$ cat src/hdl/prc_pkg.sv
package prc_pkg;

	localparam int COORD_WIDTH       = 24;
	localparam int ANGLE_WIDTH       = 16;
	localparam int CORDIC_STAGES_DEF = 16;
	localparam int GUARD_BITS        = 4;
	localparam int ZW                = 32;
	// offset sign bit, guard bits and cordic growth
	localparam int XW                = COORD_WIDTH + GUARD_BITS + 3;
	localparam int GAIN_SHIFT        = 32 + GUARD_BITS;

	localparam logic [31:0] GAIN_INV = 32'd2608131496;

	localparam logic [31:0] ATAN_TURNS [32] = '{
		32'd536870912, 32'd316933406, 32'd167458907, 32'd85004756,
		32'd42667331,  32'd21354465,  32'd10679838,  32'd5340245,
		32'd2670163,   32'd1335087,   32'd667544,    32'd333772,
		32'd166886,    32'd83443,     32'd41722,     32'd20861,
		32'd10430,     32'd5215,      32'd2608,      32'd1304,
		32'd652,       32'd326,       32'd163,       32'd81,
		32'd41,        32'd20,        32'd10,        32'd5,
		32'd3,         32'd1,         32'd1,         32'd0
	};

	typedef enum logic [1:0] {
		QUAD_0,
		QUAD_1,
		QUAD_2,
		QUAD_3
	} quad_t;

	typedef struct packed {
		logic signed [COORD_WIDTH-1:0] point_x;
		logic signed [COORD_WIDTH-1:0] point_y;
		logic signed [COORD_WIDTH-1:0] pivot_x;
		logic signed [COORD_WIDTH-1:0] pivot_y;
		logic signed [ANGLE_WIDTH-1:0] turn_angle;
	} in_item_t;

	typedef struct packed {
		logic signed [COORD_WIDTH-1:0] rotated_x;
		logic signed [COORD_WIDTH-1:0] rotated_y;
		logic                          clipped;
	} out_item_t;

	typedef struct packed {
		logic signed [XW-1:0]          x;
		logic signed [XW-1:0]          y;
		logic signed [ZW-1:0]          z;
		logic signed [COORD_WIDTH-1:0] cx;
		logic signed [COORD_WIDTH-1:0] cy;
	} cordic_t;

endpackage

$ cat src/hdl/prc_gain_fix.sv
module prc_gain_fix (
	input  logic                                   clk,
	input  logic                                   en,
	input  logic signed [prc_pkg::XW-1:0]          vin,
	input  logic signed [prc_pkg::COORD_WIDTH-1:0] cin,
	output logic signed [prc_pkg::COORD_WIDTH-1:0] result,
	output logic                                   clip
);

	localparam int XW   = prc_pkg::XW;
	localparam int CW   = prc_pkg::COORD_WIDTH;
	localparam int GS   = prc_pkg::GAIN_SHIFT;
	localparam int LO_W = XW / 2;
	localparam int HI_W = XW - LO_W;
	localparam int PW   = XW + 33;
	localparam int RW   = PW - GS;
	localparam int NW   = RW + 1;
	localparam int SW   = RW + 2;

	logic                 neg_s1;
	logic [XW-1:0]        mag_s1;
	logic signed [CW-1:0] c_s1;

	logic [HI_W+31:0]     pa_s2;
	logic [LO_W+31:0]     pb_s2;
	logic                 neg_s2;
	logic signed [CW-1:0] c_s2;

	logic signed [SW-1:0] sum_s3;

	logic signed [CW-1:0] res_s4;
	logic                 clip_s4;

	logic [PW-1:0]        full;
	logic [RW-1:0]        rmag;
	logic signed [NW-1:0] rs;
	logic signed [SW-1:0] sum_d;
	logic                 in_range;
	logic signed [CW-1:0] res_d;

	always_comb begin
		full = (PW'(pa_s2) << LO_W) + PW'(pb_s2) + (PW'(1) << (GS - 1));
		rmag = full[PW-1:GS];
		rs   = signed'({1'b0, rmag});
		if (neg_s2) begin
			rs = -rs;
		end
		sum_d = SW'(rs) + SW'(c_s2);
	end

	always_comb begin
		in_range = (&sum_s3[SW-1:CW-1]) || !(|sum_s3[SW-1:CW-1]);
		if (in_range) begin
			res_d = sum_s3[CW-1:0];
		end else if (sum_s3[SW-1]) begin
			res_d = {1'b1, {(CW-1){1'b0}}};
		end else begin
			res_d = {1'b0, {(CW-1){1'b1}}};
		end
	end

	always_ff @(posedge clk) begin
		if (en) begin
			neg_s1  <= vin[XW-1];
			mag_s1  <= vin[XW-1] ? XW'(-vin) : XW'(vin);
			c_s1    <= cin;
			pa_s2   <= (HI_W+32)'(mag_s1[XW-1:LO_W]) * (HI_W+32)'(prc_pkg::GAIN_INV);
			pb_s2   <= (LO_W+32)'(mag_s1[LO_W-1:0]) * (LO_W+32)'(prc_pkg::GAIN_INV);
			neg_s2  <= neg_s1;
			c_s2    <= c_s1;
			sum_s3  <= sum_d;
			res_s4  <= res_d;
			clip_s4 <= !in_range;
		end
	end

	assign result = res_s4;
	assign clip   = clip_s4;

endmodule

$ cat config.mk
export PLATFORM = sky130hd
export DESIGN_NAME = prc_gain_fix
export DESIGN_NICKNAME = d
export VERILOG_FILES = /design/src/hdl/prc_pkg.sv /design/src/hdl/prc_gain_fix.sv
export SDC_FILE = /design/constraint.sdc
export NUM_CORES = 1
export LEC_CHECK = 0
export ABC_AREA = 1
export ABC_CLOCK_PERIOD_IN_PS = 6000
export BUFFER_PORTS_ARGS = -buffer_cell sky130_fd_sc_hd__buf_2
export CAP_MARGIN = 30
export CORE_ASPECT_RATIO = 2
export CORE_UTILIZATION = 59
export DETAILED_ROUTE_END_ITERATION = 10
export MAX_ROUTING_LAYER = met4
export PLACE_DENSITY = 0.79
export SLEW_MARGIN = 20
export SYNTH_ARGS = -nofsm -noshare
export SYNTH_HDL_FRONTEND = slang
export SYNTH_SLANG_ARGS = --single-unit
$ cat constraint.sdc
create_clock -name clk -period 6 [get_ports clk]
set_input_delay 0.6 -clock clk [delete_from_list [all_inputs] [get_ports clk]]
set_output_delay 0.6 -clock clk [all_outputs]
set_load 0.05 [all_outputs]
== After elaboration in Yosys (flattened, before gate mapping) ==
Cells that the tools add are included.
Operators by class
  add/sub/neg operators: 5
  $mul: 2
  mux-type cells: 4
  reductions and logical operators: 5
Operator list (number)
  adder 63 x 47 -> 64 bit: 1
  adder 64 x 36 -> 64 bit, second input constant: 1
  two-way mux 24 bit: 2
  multiplier 16 x 29 -> 45 bit, second input constant: 1
  multiplier 15 x 29 -> 44 bit, second input constant: 1
  negation 31 bit: 1
  adder 29 x 24 -> 30 bit: 1
  two-way mux 30 bit: 1
  two-way mux 29 bit: 1
  negation 28 -> 29 bit: 1
  AND reduction 7 bit: 1
  OR reduction 7 bit: 1
  zero test 1 bit: 2
  logical OR 1 bit: 1
Storage, ports and cells
  register bits: 225
  output and inout bits: 25
  word-level logic and storage cells: 27

== Depth between registers and ports, before layout ==
  depth after elaboration: 5
  gate-level depth with buffers: 35
  mapped depth without buffers: 35

== Worst setup path after synthesis ==
OpenSTA, ideal clock, no wires.
  kind: register to register
  start: register mag_s1[29]
  end: register pa_s2[41] (data pin)
  library setup time: 259 ps
  arrival: 5455 ps
  data required time: 5741 ps
  setup slack: 286 ps
  cell stages (with the launch flop): 21
  buffers on the path: 0
  clock period less this slack: 5714 ps
  cell sequence: edfxtp_1 -> ha_1 -> inv_1 -> fa_1 -> inv_1 -> fa_1 -> fa_1 -> fa_1 -> inv_1 -> fa_1 -> inv_1 -> ha_1 -> a21oi_1 -> inv_1 -> a31oi_1 -> o21ai_0 -> a221oi_1 -> o21ai_0 -> nand2_1 -> nand2_1 -> xor2_1
Between the ends
  word-level cells in the longest chain between the ends: 1
RTL lines
  from (decl): RTL line prc_gain_fix.sv:21  | logic [XW-1:0] mag_s1;
  from (signal assigned): RTL line prc_gain_fix.sv:65  | mag_s1 <= vin[XW-1] ? XW'(-vin) : XW'(vin);
  multiplier 16 x 29 -> 45 bit: RTL line prc_gain_fix.sv:67  | pa_s2 <= (HI_W+32)'(mag_s1[XW-1:LO_W]) * (HI_W+32)'(prc_pkg::GAIN_INV);
  to (signal assigned): RTL line prc_gain_fix.sv:67
  to (decl): RTL line prc_gain_fix.sv:24  | logic [HI_W+31:0] pa_s2;
Every way passes these cells.
A chain may end at the register's enable or synchronous reset.

== Worst setup path in the final report ==
  start: register mag_s1[20]
  end: register pa_s2[43] (data pin)
The elaborated chain is that of the path after synthesis.

==> impl_results.md <==
- Status: finished clean
- Fin area: 0.0327 sq mm
- Die X: 158 microns
- Fmax: ~170 MHz
- Fin. max-slew vios: 0
- Critical Path Fanout Max: 7
- Cts hold-fix bufs: 0
- Root Driver: clkbuf_16
- Drc violations: 0
- Hold Crit Start: cin[0]
- Worst skew pair latency: 570 ps
- Asr flop ratio synth: 0%
- Grt ovf: 0
- GP Congestion: 1.15
- Wirelength per Cell: 22.6 microns
- Reg clk slew, reported paths: 70 ps
- IO buf count: 81
- DRT Pass-1 Iters: 6
- Syn Inst Count: 3,308
- Leading cell type in the layout, fill and taps excluded: inv_1
- Vias in the first global route: roughly 26,000
- Synth area leaders: fa_1 24%, edfxtp_1 22%, ha_1 16%
- Critical path required time: 6290 ps
- Net Count, Synth: 4,096
- Die Y: 315 microns
- Number of distinct library cells after synthesis: 51
- HPWL after detailed placement: 82.2 mm
- Post-route minimum period: 5890 ps
- Routed Wire Length: ~96 mm
- CTS tree: built
- Most frequent cells in the layout: 844 x inv_1, 566 x nand2_1, 359 x ha_1
- H-tree Lvls: 1
- Diode count: 0
- Die area: 0.0499 sq mm
- Critical R2R Launch: mag_s1[20]
- Finished Layout Cells: between 4,000 and 5,000
- Nets: roughly 4,400
- Post-synth top flop: edfxtp_1
- Iteration-0 DRC Markers: 1,520
- Sink Count: 210
- Hold WC Path Type: input pin to register
- Global-route usage over all layers: 41.5%
- Area of the core: 0.0484 sq mm
- Setup CP Type: register to register
- DR vias: 23,476
- Routed Antenna Nets: 0
- First-pass GRT wire length: 143 mm
- Initial antenna violation count: 0
- Post-synth EDFFs: 210
- Post-Syn Area: 0.0289 sq mm
- Rows: 114
- Final period utilization: 98.1%
- Final Setup Violations: 0
- Slew margin rel.: about a quarter
- Final hold vios: 0
- Flops & latches, synth: 210
- Max-cap viol count: 0
- Vias per Instance: 5.51
- Largest net degree at the start of global routing: 86
- Worst setup SP type: register
- Final setup skew: 15.7 ps
- Max clock buf depth: 3
- # IOs: 82
- Share of cells above drive strength 1: 13.4%
- WP data arrival: between 6000 and 7000 ps
- RSZ-0062 raised after global routing: yes
- Slew @ Worst Pin: 1130 ps
- Synth-to-Final Area Change: 13.5%
- Critical Path Source: mag_s1[20]
- Synth area leader: fa_1
- CTS Buf Count: 22
- Yosys top cell area share: between 20% and 30%
- Initial Utilization: 59.7%
- Sequential area share after synthesis: 21.8%
- Placed inst area: 0.0313 sq mm
- Warning count from the yosys run: 0
- CP Capture Type: register
- Inst Count DP: 4,185
- Mean Syn Cell Area: between 8 and 9 sq um
## through the flow
step / utilization, % / setup TNS, ps / setup WS [ps] / hold WS, ps
2_1_floorplan: - / 0 / 286 / 400
3_3_place_gp: 64.7 / -1890 / -267 / 402
3_5_place_dp: 64.7 / -2190 / -336 / 408
4_1_cts: 66.3 / -6.66 / -6.66 / 190
5_1_grt: 67.7 / -1330 / -363 / 212
6_report: 67.7 / 0 / 114 / 212
## synthesized netlist by cell type (all sizes together) (2+ instances only)
master and n:
inv 864, nand2 596, ha 378, fa 353, nor2 236, edfxtp 210
a21oi 146, nand3 100, xor2 100, o21ai 96, xnor2 41, nand4 36
a31oi 30, nor3 20, clkbuf 11, o21a 11, nand3b 9, nor4 9
a21o 7, or2 7, a21boi 6, a221oi 6, o211ai 5, o31ai 5
clkinv 4, o2111ai 4, o21bai 4, and3 2, o221a 2
## final cells by class
type                       instances  area (sq um)
clock buffer                      25           583
clock inverter                    13           151
fill                            4035         15600
inverter                         868          3260
multi-input combinational       2219         19700
sequential                       210          6310
tap                              638           798
timing repair buffer             286          1960
## timing repair
action,in CTS,in global routing
setup endpoints to repair,17,47
buffers inserted,2,32
pin swaps,0,15
resized for setup,9,104
## registers in the layout, indices dropped and copies added (netlist names)
| register | count |
|---|---|
| neg_s2 | 1 |
| clip | 1 |
| neg_s1 | 1 |
| sum_s3 | 30 |
| mag_s1 | 31 |
| result | 24 |
| pa_s2 | 45 |
| pb_s2 | 29 |
| c_s1 | 24 |
| c_s2 | 24 |
## cells by family after synthesis
| logic type | count (synthesis) | share of synthesized area, % |
|---|---|---|
| xor+xnor | 141 | 4.28 |
| simple gates | 1018 | 15.1 |
| fa+ha+maj | 731 | 40.9 |
| flops | 210 | 21.8 |
| compound gates | 329 | 6.50 |
| buf+inv | 879 | 11.4 |
## worst paths after layout
path	end	cells past startpoint	slack [ps]
setup / recovery	pa_s2[43]	23	110
hold / removal	c_s1[0]	1	210
setup reg to reg	pa_s2[43]	23	110
hold reg to reg	c_s2[21]	0	420
## per-layer routing
layer	up-vias	share of wire, %	global-route usage (%)	routed length [microns]
met5	-	0	-	0
met4	0	15	47.9	14300
met3	583	4.5	7.13	4340
met2	910	53	75.4	50800
met1	11048	28	30.6	26900
li1	10935	-	-	-
## critical path: stages (launching register included)
cell	delay, ps
edfxtp_1	560
ha_1	370
inv_1	80
buf_4	140
fa_1	500
fa_1	530
inv_1	50
fa_1	470
inv_1	50
fa_1	530
inv_1	60
fa_1	550
ha_2	310
a21oi_1	130
inv_1	70
a31oi_1	240
o21ai_0	180
nand2_1	90
o211ai_1	100
a21oi_2	210
inv_1	90
nand4_1	80
nand2_1	70
xor2_1	140
Power is not shown: default switching activity piles up to over one toggle a cycle in this logic, so the estimate is an artifact.
