**src/hdl/prc_pkg.sv**
```systemverilog
package prc_pkg;

	localparam int COORD_WIDTH       = 24;
	localparam int ANGLE_WIDTH       = 16;
	localparam int CORDIC_STAGES_DEF = 16;
	localparam int GUARD_BITS        = 4;
	localparam int ZW                = 32;
	// offset sign bit, guard bits and cordic growth
	localparam int XW                = COORD_WIDTH + GUARD_BITS + 3;
	localparam int GAIN_SHIFT        = 32 + GUARD_BITS;

	localparam logic [31:0] GAIN_INV = 32'd2608131496;

	localparam logic [31:0] ATAN_TURNS [32] = '{
		32'd536870912, 32'd316933406, 32'd167458907, 32'd85004756,
		32'd42667331,  32'd21354465,  32'd10679838,  32'd5340245,
		32'd2670163,   32'd1335087,   32'd667544,    32'd333772,
		32'd166886,    32'd83443,     32'd41722,     32'd20861,
		32'd10430,     32'd5215,      32'd2608,      32'd1304,
		32'd652,       32'd326,       32'd163,       32'd81,
		32'd41,        32'd20,        32'd10,        32'd5,
		32'd3,         32'd1,         32'd1,         32'd0
	};

	typedef enum logic [1:0] {
		QUAD_0,
		QUAD_1,
		QUAD_2,
		QUAD_3
	} quad_t;

	typedef struct packed {
		logic signed [COORD_WIDTH-1:0] point_x;
		logic signed [COORD_WIDTH-1:0] point_y;
		logic signed [COORD_WIDTH-1:0] pivot_x;
		logic signed [COORD_WIDTH-1:0] pivot_y;
		logic signed [ANGLE_WIDTH-1:0] turn_angle;
	} in_item_t;

	typedef struct packed {
		logic signed [COORD_WIDTH-1:0] rotated_x;
		logic signed [COORD_WIDTH-1:0] rotated_y;
		logic                          clipped;
	} out_item_t;

	typedef struct packed {
		logic signed [XW-1:0]          x;
		logic signed [XW-1:0]          y;
		logic signed [ZW-1:0]          z;
		logic signed [COORD_WIDTH-1:0] cx;
		logic signed [COORD_WIDTH-1:0] cy;
	} cordic_t;

endpackage

```
**src/hdl/prc_cordic_stage.sv**
```systemverilog
module prc_cordic_stage #(
	parameter int STAGE_IDX = 0
) (
	input  logic             clk,
	input  logic             en,
	input  prc_pkg::cordic_t rot_in,
	output prc_pkg::cordic_t rot_out
);

	prc_pkg::cordic_t rot_s1;
	prc_pkg::cordic_t rot_d;
	logic signed [prc_pkg::XW-1:0] xs;
	logic signed [prc_pkg::XW-1:0] ys;
	logic signed [prc_pkg::ZW-1:0] step;

	always_comb begin
		xs    = rot_in.x >>> STAGE_IDX;
		ys    = rot_in.y >>> STAGE_IDX;
		step  = signed'(prc_pkg::ATAN_TURNS[STAGE_IDX]);
		rot_d = rot_in;
		if (!rot_in.z[prc_pkg::ZW-1]) begin
			rot_d.x = rot_in.x - ys;
			rot_d.y = rot_in.y + xs;
			rot_d.z = rot_in.z - step;
		end else begin
			rot_d.x = rot_in.x + ys;
			rot_d.y = rot_in.y - xs;
			rot_d.z = rot_in.z + step;
		end
	end

	always_ff @(posedge clk) begin
		if (en) begin
			rot_s1 <= rot_d;
		end
	end

	assign rot_out = rot_s1;

endmodule

```
**config.mk**
```make
export PLATFORM = sky130hd
export DESIGN_NAME = prc_cordic_stage
export DESIGN_NICKNAME = d
export VERILOG_FILES = /design/src/hdl/prc_pkg.sv /design/src/hdl/prc_cordic_stage.sv
export SDC_FILE = /design/constraint.sdc
export NUM_CORES = 1
export LEC_CHECK = 0
export ABC_AREA = 0
export BUFFER_PORTS_ARGS = -buffer_cell sky130_fd_sc_hd__buf_2
export CAP_MARGIN = 20
export CORE_MARGIN = 2
export CORE_UTILIZATION = 40
export CTS_CLUSTER_DIAMETER = 60
export DETAILED_ROUTE_END_ITERATION = 10
export GPL_ROUTABILITY_DRIVEN = 1
export PLACE_DENSITY = 0.73
export SLEW_MARGIN = 10
export SYNTH_ARGS = -nofsm -noshare
export SYNTH_HDL_FRONTEND = slang
export SYNTH_SLANG_ARGS = --single-unit
export TNS_END_PERCENT = 20
```
**constraint.sdc**
```tcl
create_clock -name clk -period 5.3 [get_ports clk]
set_input_delay 0.53 -clock clk [delete_from_list [all_inputs] [get_ports clk]]
set_output_delay 0.53 -clock clk [all_outputs]
set_load 0.05 [all_outputs]
```
# After elaboration in Yosys (flattened, before gate mapping)
# Index checks and enable logic that the tools add are counted.
# classes
mux,1
add_sub_neg,5
# op_table
cell,n
2-to-1 mux 94 bit,1
subtractor 31 bit,2
adder 32 x 31 -> 32 bit (second input constant),1
subtractor 32 x 31 -> 32 bit (second input constant),1
adder 31 bit,1
# totals
inputBits,144
ff_bits,142

# Longest topological paths before layout
# Gate-level depths: netlist of run 1.
# logic_depth
ltp_word,2
ltp_mapped,14
mapped_depth_nobuf,14

# Least setup slack after synthesis of run 1
# No wires, ideal clock.
# synth_path
path_kind,input -> register
start,in rot_in[111] (netlist name)
end,"reg rot_s1 (netlist bit rot_out[139]), data pin"
path_buffers,0
t_required_ns,5.041
path_slack_ns,2.217
arrival_time_ns,2.824
cell_stages,14
path_cell_list,inv_1 ha_1 inv_1 fa_1 a21oi_1 o221ai_1 a211oi_1 o31ai_4 a211oi_2 o21ai_1 a41o_1 nand4_1 a32oi_2 xnor2_1
# synth_lines
element,line,rtl
"start, declared",prc_cordic_stage.sv:6,"input prc_pkg::cordic_t rot_in,"
"end signal, assigned",prc_cordic_stage.sv:34,rot_s1 <= rot_d;
"end, declared",prc_cordic_stage.sv:10,prc_pkg::cordic_t rot_s1;

==> run_results.csv, run 1 <==
group,metric,value,unit
clock_network,cts-root-buf,"clkbuf_16",
clock_network,cts_tree,"built",
placement,dp.cells,1473,
placement,dp_hpwl,20800,um
placement,place_area,0.0110,mm^2
detailed_routing,wl_per_cell,17.7,um
worst_setup_path,required,5.45,ns
clock_network,clkSinkCount,141,
die,dieArea,0.0247,mm^2
worst_setup_path,cp-start-kind,"input pin",
synth,async_reset_ff_share,0,%
timing,rsz0062_at_grt,"false",
timing,slew_headroom,36.3,%
worst_setup_path,cp_max_fo,5,
clock_network,postCtsHoldBufs,0,
global_route,grt_pass1_wl,39300,um
finish,largest_reg_flops,141,
finish,final_area,0.0116,mm^2
finish,stdcell_count,1504,
timing,drv_slew,0,
timing,fin_tns_setup,0,ns
synth,ys.flop_type,"edfxtp_1",
synth,netlist_area,0.00940,mm^2
synth,synth_area_leader_cell,"edfxtp_1",
synth,netlist_instances,910,
timing,min_period_over_period,65.7,%
timing,worstMarginPinSlew,0.956,ns
power_and_ir_drop,static-leakage-power,5.09,nW
global_route,antenna_found_initial,0,
synth,synth_edf_count,141,
detailed_routing,vias,7893,
finish,final_nets,1411,
synth,synth_nets,1148,
global_route,grt-ovfl-total,0,
global_route,grt_max_degree,102,
die,start_util,40.4,%
timing,setup_viol,0,
detailed_routing,finalWirelength,26700,um
worst_setup_path,end_kind,"flip-flop",
power_and_ir_drop,ir_drop,194,uV
synth,syn-mean-instance-area,10.3,um^2
synth,ys_types,78,
detailed_routing,drc,0,
clock_network,cts_buffers,17,
finish,drive_gt1_share,29.6,%
global_route,gr-usage-all-layers,20.6,%
detailed_routing,drt_iter0_drc,547,
worst_setup_path,crit_type,"in -> reg",
die,core-area,0.0233,mm^2
synth,yosysTopAreaCellShare,45.1,%
clock_network,postCtsResizedCells,0,
finish,antenna_cells,0,
clock_network,cts-htree-levels,4,
run,cap_violations,0,
finish,fillers,2149,
hold_path,hold_path.class,"in -> reg",
synth,yosys-top-cells-area,"edfxtp_1 45%, ha_1 12%, a21oi_1 5.6%",
power_and_ir_drop,p_total,4.03,mW
placement,gp_congestion,0.902,
die,pin_count,286,
die,rows,56,
finish,areaGrowthSynthToFinish,23.9,%
detailed_routing,viasPerCell,5.25,
synth,synth_seq_cells,141,
power_and_ir_drop,power_density,346,mW/mm^2
clock_network,post-cts-setup-buffers,0,
clock_network,cts.clk_slew.worst_paths,0.06,ns
timing,fmax,287,MHz
placement,port_buffers,285,
die,die_h,157,um
die,die_x,157,um
timing,finalHoldViolCount,0,
detailed_routing,first_pass_iters,6,
clock_network,cts_max_path_buffers,2,
worst_setup_path,cp.arrival,3.63,ns
outcome,status,"completed",
timing,period_minus_slack,3.48,ns
detailed_routing,ant_nets,0,
global_route,first_global_vias,7444,
synth,ys_seq_area_share,45.1,%
synth,yosys_warnings,0,
==> worst max-delay path: stages <==
cell      delay, ns
buf_2          0.11
inv_1          0.05
ha_1           0.19
inv_1          0.07
fa_1           0.37
a21oi_1        0.29
o221ai_1       0.27
a211oi_1       0.42
o31ai_4        0.14
a21oi_1        0.28
o21ai_1        0.14
a41oi_1        0.37
o21ai_1        0.12
mux2i_1        0.17
xnor2_1        0.09
==> report_power, final <==
| group | switching, mW | total, mW | internal [mW] | leakage, nW |
|---|---|---|---|---|
| sequential | 0.0350 | 1.43 | 1.40 | 1.38 |
| clock | 0.498 | 1.25 | 0.752 | 0.303 |
| combinational | 0.977 | 1.34 | 0.367 | 3.40 |
==> cell families (layout without fill, tap and decap cells) <==
kind of cell | after synthesis | after routing | share of synthesized area (%)
compound gates | 276 | 276 | 19.5
simple gates | 187 | 187 | 9.72
flops | 141 | 141 | 45.1
buf+inv | 141 | 416 | 6.11
fa+ha+maj | 94 | 94 | 12.8
xor+xnor | 60 | 60 | 5.59
mux | 11 | 11 | 1.19
==> routing by layer <==
layer  routed length [um]  GRT usage (%)  vias to the layer above  share of wire (%)
met4                  856           8.61                        0                3.2
met5                    0              0                        -                  0
met3                 1820           3.61                       56                6.8
met1                11100           25.9                     3699                 42
li1                     -              -                     3775                  -
met2                12900           34.9                      363                 48
==> cells in the mapped netlist, types with 3 or more instances <==
cell	number
a21oi_2	3
buf_2	12
mux2i_1	10
clkbuf_1	20
buf_4	4
o21bai_1	16
o21ai_1	12
nor2_1	67
a21o_1	8
o31ai_1	8
o21ai_0	51
xnor2_1	53
nor3_1	18
xor2_1	7
and2_1	6
nor2b_1	15
a211o_1	5
nand4_1	10
a211oi_1	8
nand3_1	6
inv_2	7
a21oi_1	105
nand2_1	37
edfxtp_1	141
nand2b_1	11
buf_1	5
ha_1	90
a31oi_1	9
o22ai_1	4
inv_1	89
o21a_1	8
fa_1	4
o211ai_1	4
o31a_1	4
==> metrics by stage <==
stage | worst slack, ns | hold slack [ns] | util [%]
global route | 1.65 | 0.271 | 50.1
floorplan | 2.22 | 0.629 | -
global placement | 1.56 | 0.707 | 47.4
finish | 1.82 | 0.288 | 50.1
detailed placement | 1.49 | 0.708 | 47.4
CTS | 1.92 | 0.273 | 50.1
==> layout by cell type (no fill, tap or decap), types with 11 or more instances in the layout <==
cell type    n
nor3_1      18
edfxtp_1   141
o21bai_1    16
nand2b_1    11
a21oi_1    105
nor2_1      67
xnor2_1     53
nand2_1     37
nor2b_1     15
o21ai_0     51
ha_1        90
buf_2      284
o21ai_1     12
inv_1       89
clkbuf_16   17
==> path summary, 6_finish.rpt <==
kind	startpoint	end	slack, ns	cells past startpoint
worst max-delay path	rot_in[111]	rot_out[141]$_DFFE_PP_	1.82	15
worst min-delay path	rot_in[24]	rot_out[24]$_DFFE_PP_	0.29	1
==> area by class of cell <==
cell class                      instances  area [um^2]  area share, %
Clock buffer                           17          425           3.65
Sequential cell                       141         4230           36.4
Inverter                               98          368           3.16
Clock inverter                         14          184           1.58
Timing Repair Buffer                  287         1450           12.4
Multi-Input combinational cell        628         4590           39.4
Tap cell                              319          399           3.43
Power figures use the tool's default switching activity.
==> inputs of run 2 (changes only) <==
ABC_AREA = 1   (was 0)
PLACE_DENSITY = 0.71   (was 0.73)
clock period = 3.26 ns   (was 5.3 ns; I/O delays follow)
==> run 2 against run 1 <==
Synthesized area rose by 22%. Power rose by 64%. Core utilization fell by 1.1 points. Via count rose by 42%. Clock power rose by 54%. Sequential cell count did not move. Critical endpoint is now rot_out[133]$_DFFE_PP_. Largest cell class unchanged. Highest routed layer unchanged.
==> run_results.csv, run 2 <==
group,metric,value,unit
outcome,status,"completed",
clock_network,postCtsResizedCells,0,
power_and_ir_drop,power_density,483,mW/mm^2
placement,port_buffers,285,
detailed_routing,drc,0,
run,cap_violations,0,
global_route,top_usage_layer,"met2",
synth,yosys_warnings,0,
timing,drv_slew,0,
detailed_routing,ant_nets,0,
die,start_util,40.9,%
clock_network,postCtsHoldBufs,0,
clock_network,post-cts-setup-buffers,0,
synth,netlist_top_cells_count,"537 x nand2_1, 283 x inv_1, 145 x nand3_1, 141 x edfxtp_1, 97 x nor2_1",
die,dieArea,0.0300,mm^2
worst_setup_path,required,3.44,ns
global_route,first_global_vias,10700,
hold_path,hold_path_depth,1,
synth,synth_seq_cells,141,
timing,fmax,452,MHz
clock_network,cts-htree-levels,4,
finish,antenna_cells,0,
timing,finalHoldViolCount,0,
finish,multi_input_area,0.00582,mm^2
detailed_routing,first_pass_iters,8,
die,core-area,0.0279,mm^2
finish,areaGrowthSynthToFinish,19.6,%
hold_path,hold_path.startpoint,"rot_in[54]",
worst_setup_path,cp_max_fo,10,
synth,ys_seq_area_share,37.0,%
synth,yosys-top-cells-area,"edfxtp_1 37%, nand2_1 18%, ha_1 9.8%",
power_and_ir_drop,ir_drop,368,uV
finish,final_cell_mix,"537 x nand2_1, 284 x buf_2, 283 x inv_1, 145 x nand3_1, 141 x edfxtp_1",
global_route,grt_util_met2,42.0,%
placement,dp.cells,2209,
global_route,grt_max_degree,83,
worst_setup_path,crit_type,"in -> reg",
worst_setup_path,cp.arrival,2.40,ns
placement,gp_congestion,0.962,
die,die_x,173,um
finish,final_nets,2088,
worst_setup_path,cp-start-kind,"input pin",
hold_path,hold_path.class,"in -> reg",
worst_setup_path,crit_path_start,"rot_in[92]",
detailed_routing,drt_iter0_drc,969,
timing,fin_hold_ws,0.0708,ns
die,pin_count,286,
clock_network,cts_tree,"built",
detailed_routing,viasPerCell,5.00,
detailed_routing,vias,11200,
timing,min_period_over_period,67.9,%
synth,ys_types,41,
timing,slew_headroom,44.4,%
synth,syn-mean-instance-area,7.23,um^2
finish,final_area,0.0137,mm^2
clock_network,cts_buffers,17,
die,die_h,173,um
finish,largest_reg_flops,141,
synth,yosysTopAreaCellShare,37.0,%
synth,synth_edf_count,141,
placement,place_area,0.0131,mm^2
synth,synth_area_leader_cell,"edfxtp_1",
timing,setup_viol,0,
clock_network,clkSinkCount,141,
die,rows,61,
worst_setup_path,end_kind,"flip-flop",
synth,synth_nets,1819,
global_route,gr-usage-met1,34.2,%
synth,ys.flop_type,"edfxtp_1",
detailed_routing,finalWirelength,38000,um
global_route,antenna_found_initial,0,
global_route,use_met3,4.35,%
synth,netlist_area,0.0114,mm^2
timing,worstMarginPinSlew,0.834,ns
synth,async_reset_ff_share,0,%
finish,final_common_cell,"nand2_1",
global_route,gr-usage-all-layers,25.3,%
clock_network,cts.clk_slew.worst_paths,0.06,ns
power_and_ir_drop,static-leakage-power,7.32,nW
timing,period_minus_slack,2.21,ns
finish,stdcell_count,2241,
clock_network,cts-root-buf,"clkbuf_16",
detailed_routing,wl_per_cell,17.0,um
global_route,grt-ovfl-total,0,
finish,fillers,2825,
global_route,grt_pass1_wl,58500,um
timing,rsz0062_at_grt,"false",
finish,drive_gt1_share,19.5,%
timing,fin_tns_setup,0,ns
placement,dp_hpwl,31900,um
clock_network,cts_max_path_buffers,2,
synth,synth.most_common_cell,"nand2_1",
synth,netlist_instances,1581,
finish,seq_area,0.00423,mm^2
==> run 2: cell type report <==
| cell class | count | share of cell area, % |
|---|---|---|
| multi-input combinational | 1111 | 42.6 |
| clock inverter | 15 | 1.10 |
| clock buffer | 17 | 3.11 |
| inverter | 287 | 7.88 |
| timing repair buffer | 292 | 10.9 |
| tap | 378 | 3.46 |
| sequential | 141 | 31.0 |
==> run 2: worst paths after layout <==
check / to / slack (ns)
max: rot_out[133]$_DFFE_PP_ / 1.05
min: rot_out[54]$_DFFE_PP_ / 0.07
==> run 2: routing by layer <==
| metal | up-vias | routed length (um) | part of all wire, % |
|---|---|---|---|
| met4 | 0 | 705 | 1.9 |
| met1 | 5134 | 16600 | 44 |
| met3 | 39 | 3030 | 8.0 |
| li1 | 5527 | - | - |
| met5 | - | 0 | 0 |
| met2 | 516 | 17700 | 47 |
==> run 2: logic make-up after synthesis <==
| kind of cell | count (synthesis) | synth area share [%] |
|---|---|---|
| AO/OA/AOI/OAI | 144 | 6.94 |
| XOR/XNOR | 27 | 2.07 |
| buffers and inverters | 329 | 12.1 |
| adder cells (fa/ha/maj) | 94 | 10.5 |
| flip-flops | 141 | 37.0 |
| multiplexers | 2 | 0.175 |
| AND/OR/NAND/NOR | 844 | 31.2 |
==> run 2: through the flow <==
stage	util [%]	setup slack (ns)	total power, mW
detailed placement	46.9	0.645	4.70
global placement	46.9	0.692	4.68
floorplan	-	1.33	4.01
global route	49.0	0.946	6.93
finish	49.0	1.05	6.60
CTS	49.0	1.09	6.63
==> run 2: worst max-delay path, stage by stage <==
cell and delay (ns):
buf_2 0.10, inv_1 0.04, ha_1 0.54, nand2_1 0.18, nor2_1 0.34, and2_1 0.20, nand2_1 0.09, nand2_1 0.20
nand2_1 0.11, nand2_1 0.07, nand2_1 0.05, nand3_1 0.08, nand2_1 0.05
==> run 2: power breakdown <==
group	total [mW]	switching (mW)	internal (mW)
Sequential	2.30	0.0589	2.24
Combinational	2.38	1.78	0.597
Clock	1.92	0.847	1.08
